==> src/sv/abkf_pkg.sv <==
`default_nettype none
package abkf_pkg;

    localparam int CHANNELS = 3;
    localparam int IDX_W    = (CHANNELS > 1) ? $clog2(CHANNELS) : 1;

    localparam int CFG_W    = 31;
    localparam int MOP_W    = 34;
    localparam int MRES_W   = 44;
    localparam int SUM_W    = 48;
    localparam int NUM_W    = 56;
    localparam int DEN_W    = 32;

    localparam logic signed [31:0] ONE_Q24 = 32'sd16777216;

    localparam logic [1:0] REG_Q_ANGLE = 2'd0;
    localparam logic [1:0] REG_Q_BIAS  = 2'd1;
    localparam logic [1:0] REG_R_NOISE = 2'd2;
    localparam logic [1:0] REG_DT      = 2'd3;

    localparam logic [CFG_W-1:0] RST_Q_ANGLE = 31'd16777;
    localparam logic [CFG_W-1:0] RST_Q_BIAS  = 31'd50332;
    localparam logic [CFG_W-1:0] RST_R_NOISE = 31'd8388608;
    localparam logic [CFG_W-1:0] RST_DT      = 31'd838861;

    typedef struct packed {
        logic start;
        logic busy;
    } t_div_ctl;

    function automatic logic signed [31:0] sat32(input logic signed [SUM_W-1:0] v);
        logic signed [31:0] r;
        if (v > SUM_W'(32'sh7fffffff)) r = 32'sh7fffffff;
        else if (v < -SUM_W'(64'sh80000000)) r = 32'sh80000000;
        else r = v[31:0];
        return r;
    endfunction

endpackage
`default_nettype wire

==> src/sv/abkf_mul.sv <==
`default_nettype none
module abkf_mul (
    input  wire logic                                 i_clk,
    input  wire logic signed [abkf_pkg::MOP_W-1:0]    i_a,
    input  wire logic signed [abkf_pkg::MOP_W-1:0]    i_b,
    output logic signed [abkf_pkg::MRES_W-1:0]        o_res
);
    logic signed [2*abkf_pkg::MOP_W-1:0] w_prod;
    logic signed [abkf_pkg::MRES_W-1:0]  r_res;

    assign w_prod = i_a * i_b;

    // floor of product over 2^24
    always_ff @(posedge i_clk) begin
        r_res <= w_prod[abkf_pkg::MRES_W+23:24];
    end

    assign o_res = r_res;
endmodule
`default_nettype wire

==> config.mk <==
export PLATFORM = sky130hd
export DESIGN_NAME = abkf_mul
export DESIGN_NICKNAME = d
export VERILOG_FILES = /design/src/sv/abkf_pkg.sv /design/src/sv/abkf_mul.sv
export SDC_FILE = /design/constraint.sdc
export NUM_CORES = 2
export LEC_CHECK = 0
export BUFFER_PORTS_ARGS = -buffer_cell sky130_fd_sc_hd__buf_2
export CORE_MARGIN = 3
export CORE_UTILIZATION = 63
export DETAILED_ROUTE_END_ITERATION = 12
export PLACE_DENSITY = 0.8
export SETUP_SLACK_MARGIN = 0.5
export SLEW_MARGIN = 0
export SYNTH_ARGS = -nofsm -noshare
export SYNTH_HDL_FRONTEND = slang
export SYNTH_SLANG_ARGS = --single-unit
==> constraint.sdc <==
create_clock -name i_clk -period 12.3 [get_ports i_clk]
set_input_delay 1.845 -clock i_clk [delete_from_list [all_inputs] [get_ports i_clk]]
set_output_delay 1.845 -clock i_clk [all_outputs]
set_load 0.005 [all_outputs]
# Word level (Yosys, flattened, before mapping)
# Index checks and enable logic that the tools add are counted.
# op_classes
multipliers	1
# op_table
cell	n
$mul A34 B34 Y68	1
# word_totals
regBits	44
input_bits	69
elab_cells	2

# Logic depth before layout (Yosys ltp)
# logic_depth
depth_word	1
mapped_depth	31

# Worst setup path before layout
# OpenSTA, ideal clock, no wires.
# synth_path
path_type	input to register
start	input port i_b[10] (netlist bit)
end	register r_res, in the netlist o_res[41]
setup_ns	0.079
arrival_time_ns	9.061
required_time_ns	12.221
path_slack_ns	3.160
cell_stages	24
cell_sequence	clkbuf_1 -> nand2_1 -> fa_1 -> fa_1 -> inv_1 -> fa_1 -> inv_1 -> fa_1 -> fa_1 -> fa_1 -> fa_1 -> fa_1 -> inv_1 -> ha_1 -> a21o_1 -> a21o_1 -> a21o_1 -> a21oi_1 -> o21bai_1 -> a21o_1 -> a21o_1 -> and2_1 -> a311o_1 -> a211oi_2
# synth_via
elab_chain_cells	1
# synth_lines
item	line	text
from (decl)	abkf_mul.sv:5	input wire logic signed [abkf_pkg::MOP_W-1:0] i_b,
$mul A34 B34 Y68	abkf_mul.sv:11	assign w_prod = i_a * i_b;
named net w_prod, one bit	abkf_mul.sv:8	logic signed [2*abkf_pkg::MOP_W-1:0] w_prod;
to (signal assigned)	abkf_mul.sv:15	r_res <= w_prod[abkf_pkg::MRES_W+23:24];
to (decl)	abkf_mul.sv:9	logic signed [abkf_pkg::MRES_W-1:0] r_res;
# The timed path passes the listed nets, and every way through them passes these cells.

# Final worst setup path
# layout_path
start	input port i_a[33] (netlist bit)
end	register r_res, in the netlist o_res[29]
# layout_via
elab_chain_cells	1
# layout_lines
item	line	text
from (decl)	abkf_mul.sv:4	input wire logic signed [abkf_pkg::MOP_W-1:0] i_a,
$mul A34 B34 Y68	abkf_mul.sv:11	
named net w_prod, one bit	abkf_mul.sv:8	
# The timed path passes the listed nets, and every way through them passes these cells.

==> summary.txt <==
STA
  • Slew headroom: 25.3%
  • Final Hold Viols: 0
  • RSZ-0062 raised after global routing: false
  • Setup TNS: 0 ns
  • Crit share post-route: 84.2%
  • Final max-slew violation count: 0
  • Min cycle time layout: slightly above 10 ns
  • Worst-Margin Slew: around 1.1 ns
  • Final setup violation count: 0
  • Fmax: 0.0966 GHz
  • Final hold slack: around 2.6 ns

Cells and area
  • Area Overhead vs Synth: 2.93%
  • Number of flip-flops under the largest register name: 44
  • Design Area, Final: 0.0431 mm2
  • Nets: between 5,000 and 6,000
  • Commonest non-fill, non-tap cell in the layout: fa_1
  • Post-Layout Cell Count: between 5,000 and 6,000
  • Area of the multi-input gates: 0.0356 mm2
  • Share of layout cells above drive strength 1: roughly 3.9%
  • Seq. cell area: approximately 900 um2
  • Commonest cells after routing, fill and taps aside: 1,240 x fa_1, 1,221 x inv_1, 624 x and2_1
  • Fillers: a little over 5,000

Setup path
  • Crit path required time: 12.53 ns
  • Worst Path Arrival: ~11 ns
  • Worst path slowest cell: nor3_1
  • Max FO, Critical Path: 34
  • Startpoint Class: primary input
  • Crit path max-delay family: adder cells
  • Worst path bufs/invs: 8
  • Worst Setup SP: i_a[33]
  • Max incr delay on CP: roughly 0.65 ns
  • Worst Path Class, Setup: in2reg
  • Crit. End Element: register
  • Most common cell on crit path: fa_1

Floorplanning
  • Die Wd: 264 um
  • I/O Pins: between 100 and 150
  • Initial core utilization: ~64%
  • Die Y: 264 um
  • Std-Cell Rows: between 90 and 100
  • Core area: around 0.065 mm2
  • Die area: slightly below 0.07 mm2

Synth
  • Post-Syn Area: 0.0419 mm2
  • YS warnings: 0
  • Syn Inst Count: between 4,000 and 5,000
  • Synth area leader: fa_1
  • Register bit total from synthesis: 44
  • Dominant synthesized flop cell: dfxtp_1
  • Register area share after synthesis: ~2.1%
  • Post-synth EDFFs: 0
  • Synth async-reset ratio: 0%
  • Post-synthesis cell type count: 56
  • Avg Cell Area, Syn: about 9.4 um2
  • Syn Nets: just under 6,000
  • Top cell type's share of synthesized area: about 60%
  • Top cells by area, synth: fa_1 59%, inv_1 11%, and2_1 9.3%

CTS
  • H-tree levels: 2
  • Hold bufs inserted after CTS: 0
  • TritonCTS buffer count: 5
  • TritonCTS clock tree: done
  • CTS Sinks: between 40 and 50
  • Longest Clk Path Bufs: 2
  • Post-CTS Setup Inserts: 0
  • Post-CTS sizing: 0
  • Clock transition at path regs: roughly 0.08 ns
  • Clock tree root driver cell: clkbuf_16

Drt
  • Total number of vias: between 20,000 and 30,000
  • DRT Wirelength: approximately 110,000 um
  • Final ANT Viol Nets: 0
  • First-pass iteration count of the detailed router: 6
  • WL/cell: 21.3 um
  • Drt via density: between 5 and 6
  • Post-route DRC: 0
  • Initial DRC Count: 1,987

Min path
  • Hold path start: o_res[9]$_DFF_P_
  • Hold Path Class: reg2out
  • WHS Endpoint: o_res[9]
  • Hold depth: 1

Global routing
  • Antenna violations before repair: 4
  • Total GRT Usage: 34.3%
  • Vias in the first global route: between 30,000 and 40,000
  • Global route total overflow: 0
  • Largest net degree at the start of global routing: 35
  • First-pass GRT wire length: approximately 180,000 um

Place
  • Detailed placement HPWL: approximately 90,000 um
  • Placed insts: between 5,000 and 6,000
  • Port Buf Inserts: roughly 110
  • Placed inst area: approximately 0.043 mm2
  • Gpl congestion: between 0.9 and 1

Flow run
  • Max-cap viol count: 0

Run status
  • Status: complete, no violations
through the flow:
| stage | setup slack [ns] | util, % |
|---|---|---|
| global route | 1.50 | 66.2 |
| floorplan | 3.16 | - |
| CTS | 2.11 | 66.2 |
| global placement | 1.81 | 66.0 |
| finish | 1.95 | 66.2 |
| detailed placement | 1.76 | 66.0 |
logic make-up (layout without fill, tap and decap cells):
logic type,count (synthesis),after routing,synth area share (%)
other cells,0,2,0
simple gates,1295,1295,15.7
flops,44,44,2.10
buf+inv,1443,1376,12.9
compound gates,172,172,2.75
fa+ha+maj,1440,1440,65.3
xor+xnor,58,58,1.21
cell type report:
cell class	instances	share of cell area [%]
flip-flops and latches	44	2.04
clock inverters	2	0.0813
inverters	1222	10.6
clock buffers	6	0.299
repair buffers	146	1.89
well taps	855	2.48
diodes	2	0.0116
multi-input cells	2965	82.5
cell usage after synthesis (2+ instances only):
cell	number
nor4_1	2
and3_1	4
a21o_1	27
a221oi_1	2
o22ai_1	2
xnor2_1	40
nand3_1	18
o21ai_1	2
dfxtp_1	44
inv_1	1221
nor2b_1	5
o2111ai_1	2
nand2_1	540
a41oi_1	3
a211oi_1	6
a21oi_1	60
xor2_1	18
and4_1	2
fa_1	1240
nor3_1	14
a211oi_2	4
clkbuf_1	221
ha_1	200
o21bai_1	10
nor2_1	58
o31a_1	2
o21a_1	5
and2_1	624
nand2b_1	8
o211ai_1	3
nand4_1	13
or2_2	3
o21ai_0	26
how the worst max path moves through the flow:
stage	end	slack, ns	depth (start not counted)
floorplan	o_res[41]$_DFF_P_	3.16	24
global placement	o_res[29]$_DFF_P_	1.81	27
detailed placement	o_res[29]$_DFF_P_	1.76	27
CTS	o_res[29]$_DFF_P_	2.11	27
global route	o_res[43]$_DFF_P_	1.50	23
finish	o_res[29]$_DFF_P_	1.95	27
metal layers:
layer	vias to the layer above	GRT usage [%]	share of wire [%]
li1	12318	-	-
met1	15405	42.5	35
met2	1632	57.9	49
met3	432	5.51	9.3
met4	4	18.9	6.6
met5	-	0	0.018
Power is not shown: default switching activity piles up to over one toggle a cycle in this logic, so the estimate is an artifact.
